$ cat src/hw/rtl/assert_macros.svh
// Assertion helpers for the RTL that carries checks.
`ifndef ASSERT_MACROS_SVH
`define ASSERT_MACROS_SVH
`ifndef SYNTH
// Property must hold at every clock edge outside reset.
`define KDJ_ASSERT(lbl, clk, rst_n, prop) \
	lbl: assert property (@(posedge clk) disable iff (!rst_n) prop) \
	else $error("assertion failed");
// Condition must never be true outside reset.
`define KDJ_NEVER(lbl, clk, rst_n, cond) \
	lbl: assert property (@(posedge clk) disable iff (!rst_n) !(cond)) \
	else $error("forbidden condition seen");
`else
`define KDJ_ASSERT(lbl, clk, rst_n, prop)
`define KDJ_NEVER(lbl, clk, rst_n, cond)
`endif
`endif

$ cat src/hw/rtl/kdj_pkg.sv
package kdj_pkg;
	localparam int WINDOW_MAX = 64;
	localparam int ROW_W = $clog2(WINDOW_MAX);
	localparam int CNT_W = ROW_W + 1;
	localparam int PRICE_W = 32;
	localparam int RSV_W = 23;
	localparam int J_W = 26;
	localparam int ALPHA_W = 25;
	localparam int DIV_Q_W = 25;
	localparam int DIV_D_W = PRICE_W;
	localparam int DIV_N_W = DIV_D_W + DIV_Q_W;
	localparam int ACC_W = 50;

	localparam logic [ALPHA_W-1:0] ONE_Q24 = 25'h1000000;
	localparam logic [RSV_W-1:0] RSV_FULL = 23'd6553600;

	localparam logic [1:0] CFG_WINDOW = 2'd0;
	localparam logic [1:0] CFG_KPER = 2'd1;
	localparam logic [1:0] CFG_DPER = 2'd2;

	// One classified bar, handed from the front to the back.
	typedef struct packed {
		logic first_bar;
		logic rsv_ok;
		logic [PRICE_W-1:0] num;
		logic [PRICE_W-1:0] range;
	} kdj_item_t;

	typedef struct packed {
		logic start;
		logic [DIV_N_W-1:0] dividend;
		logic [DIV_D_W-1:0] divisor;
	} kdj_div_req_t;

	typedef struct packed {
		logic done;
		logic [DIV_Q_W-1:0] quotient;
	} kdj_div_rsp_t;
endpackage

$ cat src/hw/rtl/kdj_fifo.sv
module kdj_fifo (
	input  logic               clk,
	input  logic               arst_n,
	input  logic               push,
	input  kdj_pkg::kdj_item_t din,
	output logic               full,
	input  logic               pop,
	output logic               not_empty,
	output kdj_pkg::kdj_item_t dout
);
	import kdj_pkg::*;

	kdj_item_t slot_q [2];
	logic wr_ptr_q, rd_ptr_q;
	logic [1:0] cnt_q;

	assign full = (cnt_q == 2'd2);
	assign not_empty = (cnt_q != 2'd0);
	assign dout = slot_q[rd_ptr_q];

	always_ff @(posedge clk) begin
		if (push && !full) begin
			slot_q[wr_ptr_q] <= din;
		end
	end

	always_ff @(posedge clk or negedge arst_n) begin
		if (!arst_n) begin
			wr_ptr_q <= 1'b0;
			rd_ptr_q <= 1'b0;
			cnt_q <= '0;
		end else begin
			if (push && !full) begin
				wr_ptr_q <= !wr_ptr_q;
			end
			if (pop && not_empty) begin
				rd_ptr_q <= !rd_ptr_q;
			end
			cnt_q <= cnt_q + 2'((push && !full) ? 1 : 0) - 2'((pop && not_empty) ? 1 : 0);
		end
	end
endmodule

$ cat config.mk
export PLATFORM = sky130hd
export DESIGN_NAME = kdj_fifo
export DESIGN_NICKNAME = d
export VERILOG_FILES = /design/src/hw/rtl/assert_macros.svh /design/src/hw/rtl/kdj_pkg.sv /design/src/hw/rtl/kdj_fifo.sv
export SDC_FILE = /design/constraint.sdc
export NUM_CORES = 1
export LEC_CHECK = 0
export BUFFER_PORTS_ARGS = -buffer_cell sky130_fd_sc_hd__clkbuf_2
export CELL_PAD_IN_SITES_DETAIL_PLACEMENT = 1
export CELL_PAD_IN_SITES_GLOBAL_PLACEMENT = 1
export CORE_ASPECT_RATIO = 1.25
export CORE_MARGIN = 2
export CORE_UTILIZATION = 30
export DETAILED_ROUTE_END_ITERATION = 10
export PLACE_DENSITY = 0.72
export SLEW_MARGIN = 25
export SYNTH_ARGS = -nofsm -noshare
export SYNTH_HDL_FRONTEND = slang
export SYNTH_SLANG_ARGS = --single-unit
$ cat constraint.sdc
create_clock -name clk -period 3.96 [get_ports clk]
set_input_delay 0.396 -clock clk [delete_from_list [all_inputs] [get_ports clk]]
set_output_delay 0.396 -clock clk [all_outputs]
set_load 0.03 [all_outputs]
Word level (Yosys, flattened, before mapping)

Memory sizes are Yosys's and may differ from the RTL's.
Index checks and enable logic that the tools add are counted.

Register bits: 4
Bits in writable memories: 132
Output and inout bits: 68
Word-level logic and storage cells: 17
Memories: 1

Add/sub/neg operators: 2
Eq/ne operators: 1
Mux-type cells: 4
Reductions and logical operators: 6

Memories:

| name   | depth | bits a word | rd ports | clocked after Yosys merged registers in | write ports | line           | RTL |
|---|---|---|---|---|---|---|---|
| slot_q | 2     | 66          | 1        | 0                                       | 1           | kdj_fifo.sv:13 | `kdj_item_t slot_q [2];` |

Operator list:

| operator                              | count |
|---|---|
| two-way mux 1 bit                     | 4 |
| logical NOT 1 bit                     | 3 |
| adder 2 x 1 -> 2 bit                  | 1 |
| == test 2 bit (second input constant) | 1 |
| logical AND 1 bit                     | 2 |
| nonzero test 2 bit                    | 1 |
| subtractor 2 x 1 -> 2 bit             | 1 |

Logic depth before layout (Yosys ltp)

Depth after elaboration: 6
Depth in mapped cells: 7
Mapped depth without buffers: 7

Worst setup path before layout

No wires, ideal clock.

Path type: reg-to-reg
From: register cnt_q[1]
To: memory slot_q[0][0] in the netlist's numbering (enable)
Setup time: 0.490 ns
Arrival: 3.348 ns
Required time: 3.470 ns
Slack: 0.122 ns
Cell stages (with the launch flop): 4
Cell sequence: dfrtp_1 nand2b_1 nand2_1 nor2_1

Word-level cells in the longest chain between the ends: 5

RTL lines:

| item                                    | line           | RTL |
|---|---|---|
| start: declaration                      | kdj_fifo.sv:15 | `logic [1:0] cnt_q;` |
| start signal: assignment                | kdj_fifo.sv:39 | `cnt_q <= cnt_q + 2'((push && !full) ? 1 : 0) - 2'((pop && not_empty) ? 1 : 0);` |
| == test 2 bit                           | kdj_fifo.sv:17 | `assign full = (cnt_q == 2'd2);` |
| logical NOT 1 bit                       | kdj_fifo.sv:22 | `if (push && !full) begin` |
| logical AND 1 bit                       | kdj_fifo.sv:22 |  |
| two-way mux 1 bit                       | kdj_fifo.sv:22 |  |
| two-way mux 1 bit (not written as such) | kdj_fifo.sv:23 | `slot_q[wr_ptr_q] <= din;` |
| end: declaration                        | kdj_fifo.sv:13 |  |

No other way between the ends.

==> results.txt <==
----------------------------------------------------
[Worst setup path]
  Worst Setup Path Type ... reg2out
  Type of element capturing the critical path ... output pin
  FF-to-FF path depth ... 4
  Highest fanout seen on the critical path ... 42
  Required time of the worst setup path ... around 3.6 ns
  Startpoint types ... flop
  Arrival time of data at the critical path endpoint ... 2.02 ns

[Die]
  Area of the core region ... approximately 17,000 um2
  Horizontal die dimension ... ~120 um
  Num ports ... between 100 and 150
  Total die area ... 18,000 um2
  Num rows ... between 50 and 60
  Starting density of the core ... 0.304
  Vertical die dimension ... 149 um

[Routing]
  Detailed-routing iteration count for the pre-antenna-repair pass ... 4
  Detailed-route wire length ... roughly 10000 um
  Number of vias per cell after detailed routing ... 4.24
  Per-cell routed wire length ... 16.2 um
  DRC violations left ... 0
  Vias after detailed routing ... 2,585
  Post-DRT Antenna Nets ... 0
  Violation count after the first detailed-routing iteration ... 71

[Min path]
  Class of the tightest hold or removal check ... in2reg
  Worst hold path cell count ... 1

[Clocking]
  Total clock buffers created by CTS ... 17
  Root buffer selected by CTS ... clkbuf_16
  TritonCTS clock tree ... built
  Number of buffers inserted by post-CTS setup repair ... 0
  Maximum buffer depth of the clock tree ... 2
  Clock sinks ... 136
  Number of gates given a new drive strength after cts ... 0
  Number of H-tree branching levels ... 4
  Worst-Skew Late Latency ... around 0.40 ns
  Hold bufs inserted after CTS ... 1
  Register clock-pin slew on the reported worst setup and hold paths ... 0.06 ns

[Synth]
  Dominant register cell in the synthesized netlist ... edfxtp_1
  Cell with the most instances after synthesis ... edfxtp_1
  Yosys cell types ... 17
  Main area contributors after synthesis ... edfxtp_1, mux2_4, mux2_2
  Share of synthesized cell area in and, or, nand and nor gates ... 0.00641
  Number of warnings issued by yosys ... 0
  Synthesized instance count ... 223
  Proportion of register bits with asynchronous set or reset after synthesis ... 0.0294
  Post-synthesis register bit count ... 136
  Largest area contributor in the synthesized netlist ... edfxtp_1
  Sequential element share of the synthesized area ... 0.801
  Adder-cell share of the synthesized area ... 0.00493
  Post-synth EDFFs ... 132
  Mean Syn Cell Area ... 22.8 um2
  Main combinational cell family by area after synthesis ... multiplexers
  Share of cell area taken by muxes after synthesis ... 0.169
  Post-Synthesis Cell Area ... 5080 um2
  Commonest cells post-synth ... edfxtp_1, mux2_2, mux2_4, dfrtp_1
  Syn Nets ... 295
  Fraction of post-synthesis cell area in the top cell type by area ... 0.781
  Fraction of the mapped netlist area in compound gates ... 0
  XOR/XNOR Fraction of Synth Area ... 0.00690

[Global routing]
  Antenna violations before repair ... 0
  Global-route wire length before repair ... 15,100 um
  Residual overflow from global routing ... 0
  Overall routing resource usage ... 0.112
  Largest net degree at the start of global routing ... 68
  Vias in the first global route ... 2,948

[Timing]
  Final worst clock skew ... 0.00567 ns
  Ratio of final minimum period to clock period ... 0.610
  Max-slew headroom ... 0.349
  Setup TNS ... 0 ns
  Unrepaired setup endpoints after global routing ... no
  Least-Margin Pin Slew ... between 0.9 and 1 ns
  Number of hold-slack violations in the final timing report ... 0
  FMAX ... 414 MHz
  Clock period minus worst slack ... 2.41 ns
  Final number of setup-violating endpoints ... 0
  Final max-slew violation count ... 0

[Placement]
  Final Wtd Congestion ... 0.647
  Cells after DPL ... 575
  Port buffer count ... roughly 140
  Detailed Place HPWL ... ~6400 um
  Placed standard-cell area ... 6010 um2

[Cells and area]
  Final design instance area without fill ... 6640 um2
  Register Area ... 4070 um2
  Layout cells sized above 1 ... 0.607
  Layout Area Growth over Synthesis ... 30.8%
  Number of fill cells in the layout ... roughly 1.7k
  Fin cells ... between 600 and 700
  Fin nets ... about 450
  Diode count ... 0
  Area taken by multi-input logic gates ... 961 um2

[Power]
  Maximum vdd drop ... 0.417 mV
  Leak Pwr ... approximately 2.6 nW
  Sum of internal, switching and leakage power ... 5.58 mW
  Power per unit of standard cell area ... 840 nW/um2

[Job]
  Number of max-cap violations ... 0

[Outcome]
  Outcome ... finished clean

----------------------------------------------------
## layer usage
| metal | vias to the layer above | GRT usage | wire length [um] |
|---|---|---|---|
| met5 | - | 0 | 0 |
| met4 | 0 | 0.0453 | 140 |
| met3 | 10 | 0.0354 | 493 |
| met2 | 85 | 0.199 | 5360 |
| met1 | 1304 | 0.126 | 3860 |
| li1 | 1186 | - | - |
## registers in the layout, summed over array words and instances (netlist names)
| name | flops |
|---|---|
| rd_ptr_q | 1 |
| slot_q | 132 |
| wr_ptr_q | 1 |
| cnt_q | 2 |
## per-stage QoR
stage	setup slack [ns]	util	hold slack, ns
after floorplan	0.122	-	0.100
after global placement	1.77	0.360	0.205
after detailed placement	1.72	0.360	0.210
after CTS	1.30	0.396	0.161
after global routing	1.43	0.397	0.164
final	1.55	0.397	0.184
## layout by cell type, fill, tap and decap left out, drive strengths merged, types with 2 or more instances in the layout
master and n:
ha 2, edfxtp 132, mux2 66, bufinv 3, xnor2 3, buf 3
dfrtp 4, clkinv 10, clkbuf 156, inv 2
## kinds of logic (layout without fill, tap and decap cells)
group	after synthesis	after routing
xor+xnor	4	4
fa+ha+maj	2	2
buf+inv	9	175
flops	136	136
mux	66	66
simple gates	6	6
## worst paths after layout
path	startpoint	endpoint	slack (ns)
hold reg to reg	cnt_q[0]$_DFF_PN0_	cnt_q[0]$_DFF_PN0_	0.54
setup / recovery	rd_ptr_q$_DFFE_PN0P_	dout[5]	1.55
setup reg to reg	cnt_q[0]$_DFF_PN0_	slot_q[0][20]$_DFFE_PP_	1.78
max in group asynchronous	arst_n	rd_ptr_q$_DFFE_PN0P_	3.48
hold / removal	din[18]	slot_q[0][18]$_DFFE_PP_	0.18
min in group asynchronous	arst_n	cnt_q[1]$_DFF_PN0_	0.34
## critical path: stages, from the launching register on
cell,delay (ns)
dfrtp_4,0.69
buf_16,0.33
mux2_2,0.40
clkbuf_2,0.19
## power by group
group	switching, mW	internal (mW)	leakage, nW
combinational	1.20	0.705	1.04
sequential	0.145	1.98	1.27
clock	0.568	0.986	0.287
total	1.91	3.67	2.60
## area by class of cell
type | count | area share
multi-input cells | 78 | 0.145
well taps | 220 | 0.0415
clock buffers | 19 | 0.0652
repair buffers | 141 | 0.111
inverters | 2 | 0.00113
flip-flops and latches | 136 | 0.613
clock inverters | 13 | 0.0234
Power figures use the tool's default switching activity.
