`config.mk`:
```
export PLATFORM = sky130hd
export DESIGN_NAME = kdj_back
export DESIGN_NICKNAME = d
export VERILOG_FILES = /design/src/hw/rtl/assert_macros.svh /design/src/hw/rtl/kdj_pkg.sv /design/src/hw/rtl/kdj_div.sv /design/src/hw/rtl/kdj_back.sv
export SDC_FILE = /design/constraint.sdc
export NUM_CORES = 2
export LEC_CHECK = 0
export ABC_CLOCK_PERIOD_IN_PS = 17150
export BUFFER_PORTS_ARGS = -buffer_cell sky130_fd_sc_hd__buf_4
export CAP_MARGIN = 40
export CORE_AREA = 4 4 426 428
export DETAILED_ROUTE_END_ITERATION = 12
export DIE_AREA = 0 0 430 432
export GPL_TIMING_DRIVEN = 0
export PLACE_DENSITY_LB_ADDON = 0.05
export SYNTH_ARGS = -nofsm -noshare
export SYNTH_HDL_FRONTEND = slang
export SYNTH_SLANG_ARGS = --single-unit
```
`constraint.sdc`:
```
create_clock -name clk -period 17.15 [get_ports clk]
set_clock_uncertainty 0.05 [all_clocks]
set_input_delay 5.145 -clock clk [delete_from_list [all_inputs] [get_ports clk]]
set_output_delay 5.145 -clock clk [all_outputs]
set_load 0.01 [all_outputs]
```
`src/hw/rtl/assert_macros.svh`:
```
// Assertion helpers for the RTL that carries checks.
`ifndef ASSERT_MACROS_SVH
`define ASSERT_MACROS_SVH
`ifndef SYNTH
// Property must hold at every clock edge outside reset.
`define KDJ_ASSERT(lbl, clk, rst_n, prop) \
	lbl: assert property (@(posedge clk) disable iff (!rst_n) prop) \
	else $error("assertion failed");
// Condition must never be true outside reset.
`define KDJ_NEVER(lbl, clk, rst_n, cond) \
	lbl: assert property (@(posedge clk) disable iff (!rst_n) !(cond)) \
	else $error("forbidden condition seen");
`else
`define KDJ_ASSERT(lbl, clk, rst_n, prop)
`define KDJ_NEVER(lbl, clk, rst_n, cond)
`endif
`endif

```
`src/hw/rtl/kdj_pkg.sv`:
```
package kdj_pkg;
	localparam int WINDOW_MAX = 64;
	localparam int ROW_W = $clog2(WINDOW_MAX);
	localparam int CNT_W = ROW_W + 1;
	localparam int PRICE_W = 32;
	localparam int RSV_W = 23;
	localparam int J_W = 26;
	localparam int ALPHA_W = 25;
	localparam int DIV_Q_W = 25;
	localparam int DIV_D_W = PRICE_W;
	localparam int DIV_N_W = DIV_D_W + DIV_Q_W;
	localparam int ACC_W = 50;

	localparam logic [ALPHA_W-1:0] ONE_Q24 = 25'h1000000;
	localparam logic [RSV_W-1:0] RSV_FULL = 23'd6553600;

	localparam logic [1:0] CFG_WINDOW = 2'd0;
	localparam logic [1:0] CFG_KPER = 2'd1;
	localparam logic [1:0] CFG_DPER = 2'd2;

	// One classified bar, handed from the front to the back.
	typedef struct packed {
		logic first_bar;
		logic rsv_ok;
		logic [PRICE_W-1:0] num;
		logic [PRICE_W-1:0] range;
	} kdj_item_t;

	typedef struct packed {
		logic start;
		logic [DIV_N_W-1:0] dividend;
		logic [DIV_D_W-1:0] divisor;
	} kdj_div_req_t;

	typedef struct packed {
		logic done;
		logic [DIV_Q_W-1:0] quotient;
	} kdj_div_rsp_t;
endpackage

```
`src/hw/rtl/kdj_div.sv`:
```
module kdj_div (
	input  logic                 clk,
	input  logic                 arst_n,
	input  kdj_pkg::kdj_div_req_t req,
	output kdj_pkg::kdj_div_rsp_t rsp
);
	import kdj_pkg::*;

	logic busy_q;
	logic done_q;
	logic [4:0] step_q;
	logic [DIV_D_W-1:0] rem_q;
	logic [DIV_D_W-1:0] dsr_q;
	logic [DIV_Q_W-1:0] low_q;
	logic [DIV_Q_W-1:0] quo_q;
	logic [DIV_D_W:0] trial;
	logic ge;

	assign trial = {rem_q, low_q[DIV_Q_W-1]};
	assign ge = trial >= {1'b0, dsr_q};

	// Restoring division, one quotient bit per cycle. The quotient always fits
	// in DIV_Q_W bits, so the upper dividend bits start out below the divisor.
	always_ff @(posedge clk or negedge arst_n) begin
		if (!arst_n) begin
			busy_q <= 1'b0;
			done_q <= 1'b0;
			step_q <= '0;
			rem_q <= '0;
			dsr_q <= '0;
			low_q <= '0;
			quo_q <= '0;
		end else begin
			done_q <= 1'b0;
			if (!busy_q) begin
				if (req.start) begin
					busy_q <= 1'b1;
					step_q <= '0;
					rem_q <= req.dividend[DIV_N_W-1:DIV_Q_W];
					low_q <= req.dividend[DIV_Q_W-1:0];
					dsr_q <= req.divisor;
				end
			end else begin
				rem_q <= ge ? DIV_D_W'(trial - {1'b0, dsr_q}) : trial[DIV_D_W-1:0];
				low_q <= {low_q[DIV_Q_W-2:0], 1'b0};
				quo_q <= {quo_q[DIV_Q_W-2:0], ge};
				step_q <= step_q + 5'd1;
				if (step_q == 5'(DIV_Q_W - 1)) begin
					busy_q <= 1'b0;
					done_q <= 1'b1;
				end
			end
		end
	end

	assign rsp.done = done_q;
	assign rsp.quotient = quo_q;
endmodule

```
`src/hw/rtl/kdj_back.sv`:
```
module kdj_back (
	input  logic                      clk,
	input  logic                      arst_n,
	input  kdj_pkg::kdj_item_t        item,
	input  logic                      item_valid,
	output logic                      item_pop,
	input  logic [7:0]                k_period,
	input  logic [7:0]                d_period,
	output logic                      out_valid,
	input  logic                      out_stall,
	output logic [kdj_pkg::RSV_W-1:0] rsv_value,
	output logic                      rsv_valid,
	output logic [kdj_pkg::RSV_W-1:0] k_value,
	output logic [kdj_pkg::RSV_W-1:0] d_value,
	output logic signed [kdj_pkg::J_W-1:0] j_value,
	output logic                      kdj_valid
);
	import kdj_pkg::*;

	localparam int NUM_W = PRICE_W + 7;

	typedef enum logic [4:0] {
		B_IDLE, B_KA_GO, B_KA_WT, B_KD_GO, B_KD_WT, B_RSV_GO, B_RSV_WT, B_DECAY,
		B_KM1, B_KM2, B_KDIV_GO, B_KDIV_WT, B_DM1, B_DM2, B_DUPD, B_OUT
	} state_t;

	state_t state_q;
	kdj_item_t item_q;
	logic [ALPHA_W-1:0] ka_q, kd_q, w_q;
	logic [RSV_W-1:0] rsv_q, k_q, d_q;
	logic started_q;
	logic [ACC_W-1:0] acc_q;

	logic out_valid_q, rsv_valid_q, kdj_valid_q;
	logic [RSV_W-1:0] rsv_out_q, k_out_q, d_out_q;
	logic [J_W-1:0] j_out_q;

	kdj_div_req_t dreq;
	kdj_div_rsp_t drsp;
	logic [ALPHA_W-1:0] mul_a, mul_b;
	logic [ACC_W-1:0] prod;
	logic [7:0] kp_eff, dp_eff;
	logic [NUM_W-1:0] num_x100;
	logic [J_W-1:0] j_calc;

	kdj_div u_div (
		.clk   (clk),
		.arst_n(arst_n),
		.req   (dreq),
		.rsp   (drsp)
	);

	assign kp_eff = (k_period == 8'd0) ? 8'd1 : k_period;
	assign dp_eff = (d_period == 8'd0) ? 8'd1 : d_period;
	assign num_x100 = NUM_W'(item_q.num) * NUM_W'(100);

	always_comb begin
		dreq.start = 1'b0;
		dreq.dividend = DIV_N_W'(ONE_Q24);
		dreq.divisor = DIV_D_W'(kp_eff);
		case (state_q)
			B_KA_GO: begin
				dreq.start = 1'b1;
			end
			B_KD_GO: begin
				dreq.start = 1'b1;
				dreq.divisor = DIV_D_W'(dp_eff);
			end
			B_RSV_GO: begin
				dreq.start = 1'b1;
				dreq.dividend = DIV_N_W'({num_x100, 16'b0});
				dreq.divisor = item_q.range;
			end
			B_KDIV_GO: begin
				dreq.start = 1'b1;
				dreq.dividend = DIV_N_W'(acc_q);
				dreq.divisor = DIV_D_W'({1'b0, w_q} + {1'b0, ka_q});
			end
			default: begin
			end
		endcase
	end

	// One shared multiplier; its product is always registered before use.
	always_comb begin
		case (state_q)
			B_DECAY: begin
				mul_a = w_q;
				mul_b = ONE_Q24 - ka_q;
			end
			B_KM1: begin
				mul_a = w_q;
				mul_b = ALPHA_W'(k_q);
			end
			B_KM2: begin
				mul_a = ka_q;
				mul_b = ALPHA_W'(rsv_q);
			end
			B_DM1: begin
				mul_a = ONE_Q24 - kd_q;
				mul_b = ALPHA_W'(d_q);
			end
			default: begin
				mul_a = kd_q;
				mul_b = ALPHA_W'(k_q);
			end
		endcase
	end
	assign prod = ACC_W'(mul_a) * ACC_W'(mul_b);

	assign j_calc = J_W'(J_W'(k_q) * J_W'(3)) - J_W'(J_W'(d_q) * J_W'(2));
	assign item_pop = (state_q == B_IDLE) && item_valid;

	always_ff @(posedge clk or negedge arst_n) begin
		if (!arst_n) begin
			state_q <= B_IDLE;
			item_q <= '0;
			ka_q <= '0;
			kd_q <= '0;
			w_q <= ONE_Q24;
			rsv_q <= '0;
			k_q <= '0;
			d_q <= '0;
			started_q <= 1'b0;
			acc_q <= '0;
			out_valid_q <= 1'b0;
			rsv_valid_q <= 1'b0;
			kdj_valid_q <= 1'b0;
			rsv_out_q <= '0;
			k_out_q <= '0;
			d_out_q <= '0;
			j_out_q <= '0;
		end else begin
			// In B_OUT the result register is either kept or reloaded below.
			if (out_valid_q && !out_stall && (state_q != B_OUT)) begin
				out_valid_q <= 1'b0;
			end
			case (state_q)
				B_IDLE: begin
					if (item_valid) begin
						item_q <= item;
						if (item.first_bar) begin
							k_q <= '0;
							d_q <= '0;
							w_q <= ONE_Q24;
							started_q <= 1'b0;
						end
						state_q <= B_KA_GO;
					end
				end
				B_KA_GO: state_q <= B_KA_WT;
				B_KA_WT: begin
					if (drsp.done) begin
						ka_q <= drsp.quotient;
						state_q <= B_KD_GO;
					end
				end
				B_KD_GO: state_q <= B_KD_WT;
				B_KD_WT: begin
					if (drsp.done) begin
						kd_q <= drsp.quotient;
						if (item_q.rsv_ok) begin
							state_q <= B_RSV_GO;
						end else begin
							rsv_q <= '0;
							state_q <= B_DECAY;
						end
					end
				end
				B_RSV_GO: state_q <= B_RSV_WT;
				B_RSV_WT: begin
					if (drsp.done) begin
						rsv_q <= RSV_W'(drsp.quotient);
						state_q <= B_DECAY;
					end
				end
				B_DECAY: begin
					if (started_q) begin
						w_q <= prod[24 +: ALPHA_W];
					end
					if (item_q.rsv_ok) begin
						if (!started_q) begin
							k_q <= rsv_q;
							d_q <= rsv_q;
							started_q <= 1'b1;
							w_q <= ONE_Q24;
							state_q <= B_OUT;
						end else begin
							state_q <= B_KM1;
						end
					end else begin
						state_q <= started_q ? B_DM1 : B_OUT;
					end
				end
				B_KM1: begin
					acc_q <= prod;
					state_q <= B_KM2;
				end
				B_KM2: begin
					acc_q <= acc_q + prod;
					state_q <= B_KDIV_GO;
				end
				B_KDIV_GO: state_q <= B_KDIV_WT;
				B_KDIV_WT: begin
					if (drsp.done) begin
						k_q <= RSV_W'(drsp.quotient);
						w_q <= ONE_Q24;
						state_q <= B_DM1;
					end
				end
				B_DM1: begin
					acc_q <= prod;
					state_q <= B_DM2;
				end
				B_DM2: begin
					acc_q <= acc_q + prod;
					state_q <= B_DUPD;
				end
				B_DUPD: begin
					d_q <= acc_q[24 +: RSV_W];
					state_q <= B_OUT;
				end
				B_OUT: begin
					if (!out_valid_q || !out_stall) begin
						out_valid_q <= 1'b1;
						rsv_out_q <= rsv_q;
						rsv_valid_q <= item_q.rsv_ok;
						kdj_valid_q <= started_q;
						k_out_q <= started_q ? k_q : '0;
						d_out_q <= started_q ? d_q : '0;
						j_out_q <= started_q ? j_calc : '0;
						state_q <= B_IDLE;
					end
				end
				default: begin
					state_q <= B_IDLE;
				end
			endcase
		end
	end

	assign out_valid = out_valid_q;
	assign rsv_value = rsv_out_q;
	assign rsv_valid = rsv_valid_q;
	assign k_value = k_out_q;
	assign d_value = d_out_q;
	assign j_value = signed'(j_out_q);
	assign kdj_valid = kdj_valid_q;
endmodule

```
After elaboration in Yosys (flattened, before gate mapping)
Cells that the tools add are included.

Register bits after elaboration: 484. Input bits: 86. Word-level logic and storage cells: 153.

Add/subtract/negate cells: 7. Multiply operators: 3. $lt $le $gt $ge: 1. Equality and inequality tests: 27. Mux-type cells: 58. Bitwise operators: 1. Reductions and logical operators: 30.

Operators with widths (count): $pmux 25 s3 (3); $mux 23 (9); $mux 25 (8); $pmux 23 s3 (2); $pmux 55 s2 (1); $pmux 50 s2 (1); $mux 32 (3); $pmux 32 s3 (1); $pmux 5 s16 (1); $add 50x50->50 (1); $mul 25x25->50 (1); $sub 25x25->25 const A (2); $pmux 23 s2 (1); $mux 5 (9); $eq 5x4->1 const B (8); $mul 32x5->37 const B (1); $ge 33x32->1 (1); $sub 32x32->32 (1); $add 25x25->26 (1); $mux 26 (1); $sub 25x24->26 (1); $mul 23x2->25 const B (1); $eq 5x3->1 const B (4); $logic_not 8->1 (2); 25 further kinds (63).

Logic depth before layout (Yosys ltp)
Word-level depth: 8. Gate-level depth with buffers: 47. Depth with buffers taken out: 45.

Hierarchy
From an unflattened synthesis, not the netlist that was laid out.

Cell total of the unflattened synthesis: 6068. Area, all modules: 53193.5 um2.

By module, submodules not included: kdj_back (times used 1, cells an instance 5306, area each 45962.8 um2, seq. area each 9034.9 um2); kdj_div (times used 1, cells an instance 762, area each 7230.7 um2, seq. area each 3027.9 um2).

Worst setup path before layout
No wires, ideal clock.

Kind: register -> register. Start: reg kd_q[1]. End: reg acc_q[46]. Setup time: 0.083 ns. Arrival time: 10.897 ns. Data required time: 17.017 ns. Path slack: 6.120 ns. Cell stages (with the launch flop): 43. Path through: dfrtp_1 -> inv_1 -> ha_1 -> or3b_1 -> or3_4 -> nor3_1 -> nand2_1 -> nor3_1 -> nor3_1 -> nor3_1 -> clkbuf_1 -> nor2_1 -> fa_1 -> fa_1 -> inv_1 -> fa_1 -> fa_1 -> inv_1 -> [7 not listed] -> nand4_1 -> nor2_1 -> nand2_1 -> o21ai_0 -> a21oi_1 -> o31ai_1 -> xor2_1 -> ha_1 -> and3_1 -> and2_1 -> nand4_1 -> or3_1 -> o32a_1 -> a211o_1 -> a21oi_1 -> mux2i_1 -> mux2i_1 -> o21ai_0.

Cells in the longest elaborated chain, start to end: 5.

RTL lines: start: declaration (line kdj_back.sv:29) `logic [ALPHA_W-1:0] ka_q, kd_q, w_q;`; start signal: assignment (line kdj_back.sv:161) `kd_q <= drsp.quotient;`; $sub 25x25->25 (line kdj_back.sv:100) `mul_a = ONE_Q24 - kd_q;`; $pmux 25 s3 (*) (line kdj_back.sv:86) `case (state_q)`; $mul 25x25->50 (*) (line kdj_back.sv:109) `assign prod = ACC_W'(mul_a) * ACC_W'(mul_b);`; $add 50x50->50 (line kdj_back.sv:200, kdj_back.sv:216); $pmux 50 s2 (*) (line kdj_back.sv:138) `case (state_q)`; end signal: assignment (line kdj_back.sv:196) `acc_q <= prod;`; end signal: assignment (line kdj_back.sv:200) `acc_q <= acc_q + prod;`; end signal: assignment (line kdj_back.sv:216) `acc_q <= acc_q + prod;`; end: declaration (line kdj_back.sv:32) `logic [ACC_W-1:0] acc_q;`.

Every way passes the cells marked *; elsewhere a longest branch is shown, timed or not. A chain may end at the register's enable or synchronous reset.

Worst setup path after layout
Start: reg state_q[2]. End: reg acc_q[46].

Cells in the longest elaborated chain, start to end: 6. Elaborated cells between the ends (all ways): 14. Those cells by class: add/sub: 1; mul: 1; eq/ne: 5; mux: 3; reduce/logical: 4.

RTL lines: start: declaration (line kdj_back.sv:27) `state_t state_q;`; start signal: assignment (line kdj_back.sv:192) `state_q <= started_q ? B_DM1 : B_OUT;`; $eq 5x3->1 / $eq 5x4->1 (equally long branches) (line kdj_back.sv:86, kdj_back.sv:138); $reduce_or 2->1 (no source line); $pmux 25 s3 (line kdj_back.sv:86); $mul 25x25->50 (line kdj_back.sv:109); $add 50x50->50 (line kdj_back.sv:200, kdj_back.sv:216); $pmux 50 s2 (line kdj_back.sv:138).

Parallel ways exist; a longest one is shown, timed or not.

==> flow_summary_export.csv <==
group,metric,value,unit
pwr,power_frac_clock,0.391,
grt,grt_pass1_vias,46702,
pwr,power.density,57.9,nW/um2
pwr,share_seq_of_total_power,0.388,
detailed_routing,route.detailed.drc,0,
final_layout,fill_cells,18689,
clock_tree,postCtsSetupBuffers,0,
floorplanning,initial_utilization,0.298,
timing,final.setup.tns,0,ps
worst_setup_path,r2r_cells,43,
detailed_routing,ant_nets,0,
clock_tree,cts_tree,"built",
yosys,synthesis.area,53000,um2
floorplanning,rows,155,
pwr,leakage,29.3,nW
floorplanning,die_height,432,um
worst_setup_path,required,17710,ps
worst_setup_path,r2r_start,"state_q[2]$_DFFE_PN0P_",
outcome,status,"complete, no violations",
timing,post-route-period-util,0.882,
worst_setup_path,cp-end-kind,"flip-flop",
final_layout,drive_above_1_share,0.0895,
timing,hold_viol_final,0,
pwr,p_sw,1.17,mW
worst_setup_path,max_stage_delay,740,ps
grt,grt_max_degree,109,
clock_tree,cts_resized,0,
place,port_buffers,184,
yosys,synth_cell_types,87,
timing,setup_viol,0,
yosys,synth_flop_cell,"dfrtp_1",
clock_tree,clk_pin_slew_worst_paths,60,ps
worst_setup_path,path_class,"flip-flop to flip-flop",
yosys,synth-seq-area-share,0.227,
timing,worst_pin_slew,1060,ps
floorplanning,coreArea,178000,um2
timing,rsz0062_at_grt,"no",
worst_setup_path,slowest_stage,"buf_1",
place,place_congestion,0.924,
yosys,syn-num-nets,7194,
grt,grt_pass1_wl,340000,um
worst_setup_path,path_max_fanout,10,
timing,slew_violations,0,
worst_setup_path,crit_path_frequent_cell,"fa_1",
detailed_routing,wl,234000,um
yosys,synth-async-reset-ratio,1.00,
clock_tree,cts_root_buffer,"clkbuf_16",
yosys,ys_warn_count,0,
detailed_routing,vias_per_cell,5.14,
detailed_routing,first_pass_iters,8,
floorplanning,die_width,430,um
place,post-place-ws,2360,ps
grt,grt_antenna_before_repair,7,
pwr,irDropWorstVdd,0.0780,mV
worst_hold_path,min_path_cells,2,
yosys,synth-seq-cells,482,
final_layout,fin_util,0.342,
worst_hold_path,hp-class,"flip-flop to flip-flop",
timing,fin_crit,15120,ps
detailed_routing,vias,45572,
clock_tree,clock_latency,700,ps
timing,setup_slack,2030,ps
worst_setup_path,reg2reg_to,"acc_q[46]$_DFFE_PN0P_",
timing,fmax,66.1,MHz
worst_hold_path,hold-path-endpoint,"d_value[7]$_DFFE_PN0P_",
floorplanning,io_pins,185,
clock_tree,clkSinkCount,482,
yosys,synth.avg_cell_area,8.69,um2
worst_setup_path,r2r_slack,2030,ps
worst_setup_path,worstSetupStartpointType,"flip-flop",
final_layout,layout.nets,7550,
clock_tree,cts_buffers,60,
run,maxCapViolCount,0,
detailed_routing,drt_iter0_drc,3678,
clock_tree,holdBufCountCts,0,
pwr,swShare,0.331,
detailed_routing,wl_per_cell,26.4,um
final_layout,area_growth,14.8,%
clock_tree,h-tree-depth,2,
pwr,power_frac_comb,0.221,
floorplanning,dieArea,186000,um2
yosys,syn_inst,6106,
grt,overflow,0,
pwr,power.internal,2.36,mW
timing,slew_headroom,0.291,
worst_setup_path,critical_path_arrival,15680,ps
clock_tree,clockBufferDepth,3,
pwr,total_power,3.53,mW
grt,track_usage,0.250,
yosys,synth_edf_count,0,
timing,whs,414,ps
place,post-dp-hpwl,195000,um
worst_hold_path,hp-start,"d_value[7]$_DFFE_PN0P_",
[layout make-up]
| cell class | instances | area, um2 | share of cell area |
|---|---|---|---|
| well taps | 2355 | 2950 | 0.0484 |
| inverters | 896 | 3360 | 0.0552 |
| diodes | 6 | 15.0 | 0.000247 |
| multi-input cells | 4421 | 36600 | 0.601 |
| repair buffers | 294 | 2630 | 0.0433 |
| flip-flops and latches | 482 | 12100 | 0.198 |
| clock inverters | 26 | 368 | 0.00604 |
| plain buffers | 307 | 1190 | 0.0195 |
| clock buffers | 87 | 1730 | 0.0285 |
[worst max-delay path, delay by kind of cell, from the launching register on]
kind	cells	cell delay, ps
AOI/OAI and AO/OA	9	2580
adders and majority gates	9	4090
and+or+nand+nor	11	3160
DFF	1	320
muxes	2	430
buffers and inverters	11	3770
xor gates and xnor gates	1	620
[layout by cell type, fill, tap and decap left out, types with 24 or more instances in the layout]
| master | instances |
|---|---|
| a221oi_1 | 24 |
| a21oi_1 | 274 |
| or3_1 | 30 |
| a31oi_1 | 35 |
| buf_4 | 215 |
| nor2_1 | 549 |
| a21o_1 | 117 |
| a22oi_1 | 104 |
| nand4_1 | 49 |
| and3_1 | 32 |
| a211oi_1 | 30 |
| buf_1 | 29 |
| buf_8 | 29 |
| buf_6 | 31 |
| a222oi_1 | 37 |
| o211ai_1 | 33 |
| clkbuf_16 | 60 |
| fa_1 | 580 |
| xnor2_1 | 124 |
| nor2b_1 | 32 |
| nand2b_1 | 48 |
| xor2_1 | 77 |
| nor3_1 | 59 |
| nand3_1 | 127 |
| mux2i_1 | 35 |
| clkbuf_1 | 276 |
| dfrtp_1 | 481 |
| ha_1 | 422 |
| buf_2 | 26 |
| mux2_2 | 116 |
| nand2_1 | 786 |
| o21a_1 | 42 |
| and2_1 | 31 |
| o21ai_0 | 306 |
| inv_1 | 895 |
| a22o_1 | 63 |
[sequential cells by signal, summed over array words and instances, names as in the netlist, 25 cells and up]
register and count:
acc_q 50, kd_q 25, u_div.quo_q 25, j_value 25, item_q 65, u_div.rem_q 32, u_div.dsr_q 32, ka_q 25
w_q 25, u_div.low_q 25
[per-stage QoR]
step | std cells | cell area [um2]
5_1_grt | 8868 | 60900
3_3_place_gp | 8645 | 57400
6_report | 8874 | 60900
2_1_floorplan | 6106 | 53000
4_1_cts | 8866 | 60800
3_5_place_dp | 8753 | 58700
[per-layer routing]
layer	GRT usage	wire, um	share of wire
met2	0.407	107000	0.46
met5	0	27	0.00012
met1	0.349	108000	0.46
met3	0.0278	10900	0.047
met4	0.0743	7830	0.033
[cells by family (layout without fill, tap and decap cells)]
kind of cell,Yosys count,count (layout),synth area share
xor+xnor,201,201,0.0332
fa+ha+maj,1002,1002,0.318
mux,151,151,0.0312
flops,482,482,0.227
simple gates,1836,1836,0.151
compound gates,1231,1231,0.152
buf+inv,1203,1610,0.0858
other cells,0,6,0
[power by group through the flow]
| stage | Combinational, mW | Clock (mW) | Sequential [mW] |
|---|---|---|---|
| 2_1_floorplan | 0.565 | 0 | 1.30 |
| 3_3_place_gp | 0.767 | 0 | 1.38 |
| 3_5_place_dp | 0.765 | 0 | 1.38 |
| 4_1_cts | 0.773 | 1.41 | 1.36 |
| 5_1_grt | 0.865 | 1.46 | 1.37 |
| 6_report | 0.780 | 1.38 | 1.37 |
[worst max path at each step]
stage	startpoint	end	cells after the start
2_1_floorplan	kd_q[1]$_DFFE_PN0P_	acc_q[46]$_DFFE_PN0P_	42
3_3_place_gp	state_q[2]$_DFFE_PN0P_	acc_q[46]$_DFFE_PN0P_	40
3_5_place_dp	state_q[2]$_DFFE_PN0P_	acc_q[46]$_DFFE_PN0P_	43
4_1_cts	state_q[2]$_DFFE_PN0P_	acc_q[46]$_DFFE_PN0P_	43
5_1_grt	state_q[2]$_DFFE_PN0P_	acc_q[43]$_DFFE_PN0P_	43
6_report	state_q[2]$_DFFE_PN0P_	acc_q[46]$_DFFE_PN0P_	43
[cell usage after synthesis (all sizes together) (33+ instances only)]
library cell | count | area (um2)
inv | 896 | 3360
nand2 | 796 | 3010
fa | 580 | 11600
nor2 | 550 | 2070
dfrtp | 481 | 12000
ha | 422 | 5280
o21ai | 318 | 1590
a21oi | 277 | 1390
clkbuf | 263 | 987
nand3 | 127 | 636
xnor2 | 124 | 1090
a21o | 117 | 878
mux2 | 116 | 1310
a22oi | 104 | 781
xor2 | 77 | 674
nor3 | 68 | 360
a22o | 63 | 552
nand4 | 49 | 307
nand2b | 48 | 300
buf | 44 | 201
o21a | 42 | 315
a222oi | 37 | 370
a31oi | 35 | 219
mux2i | 35 | 350
o211ai | 33 | 248
or3 | 33 | 221
Power figures use the tool's default switching activity.
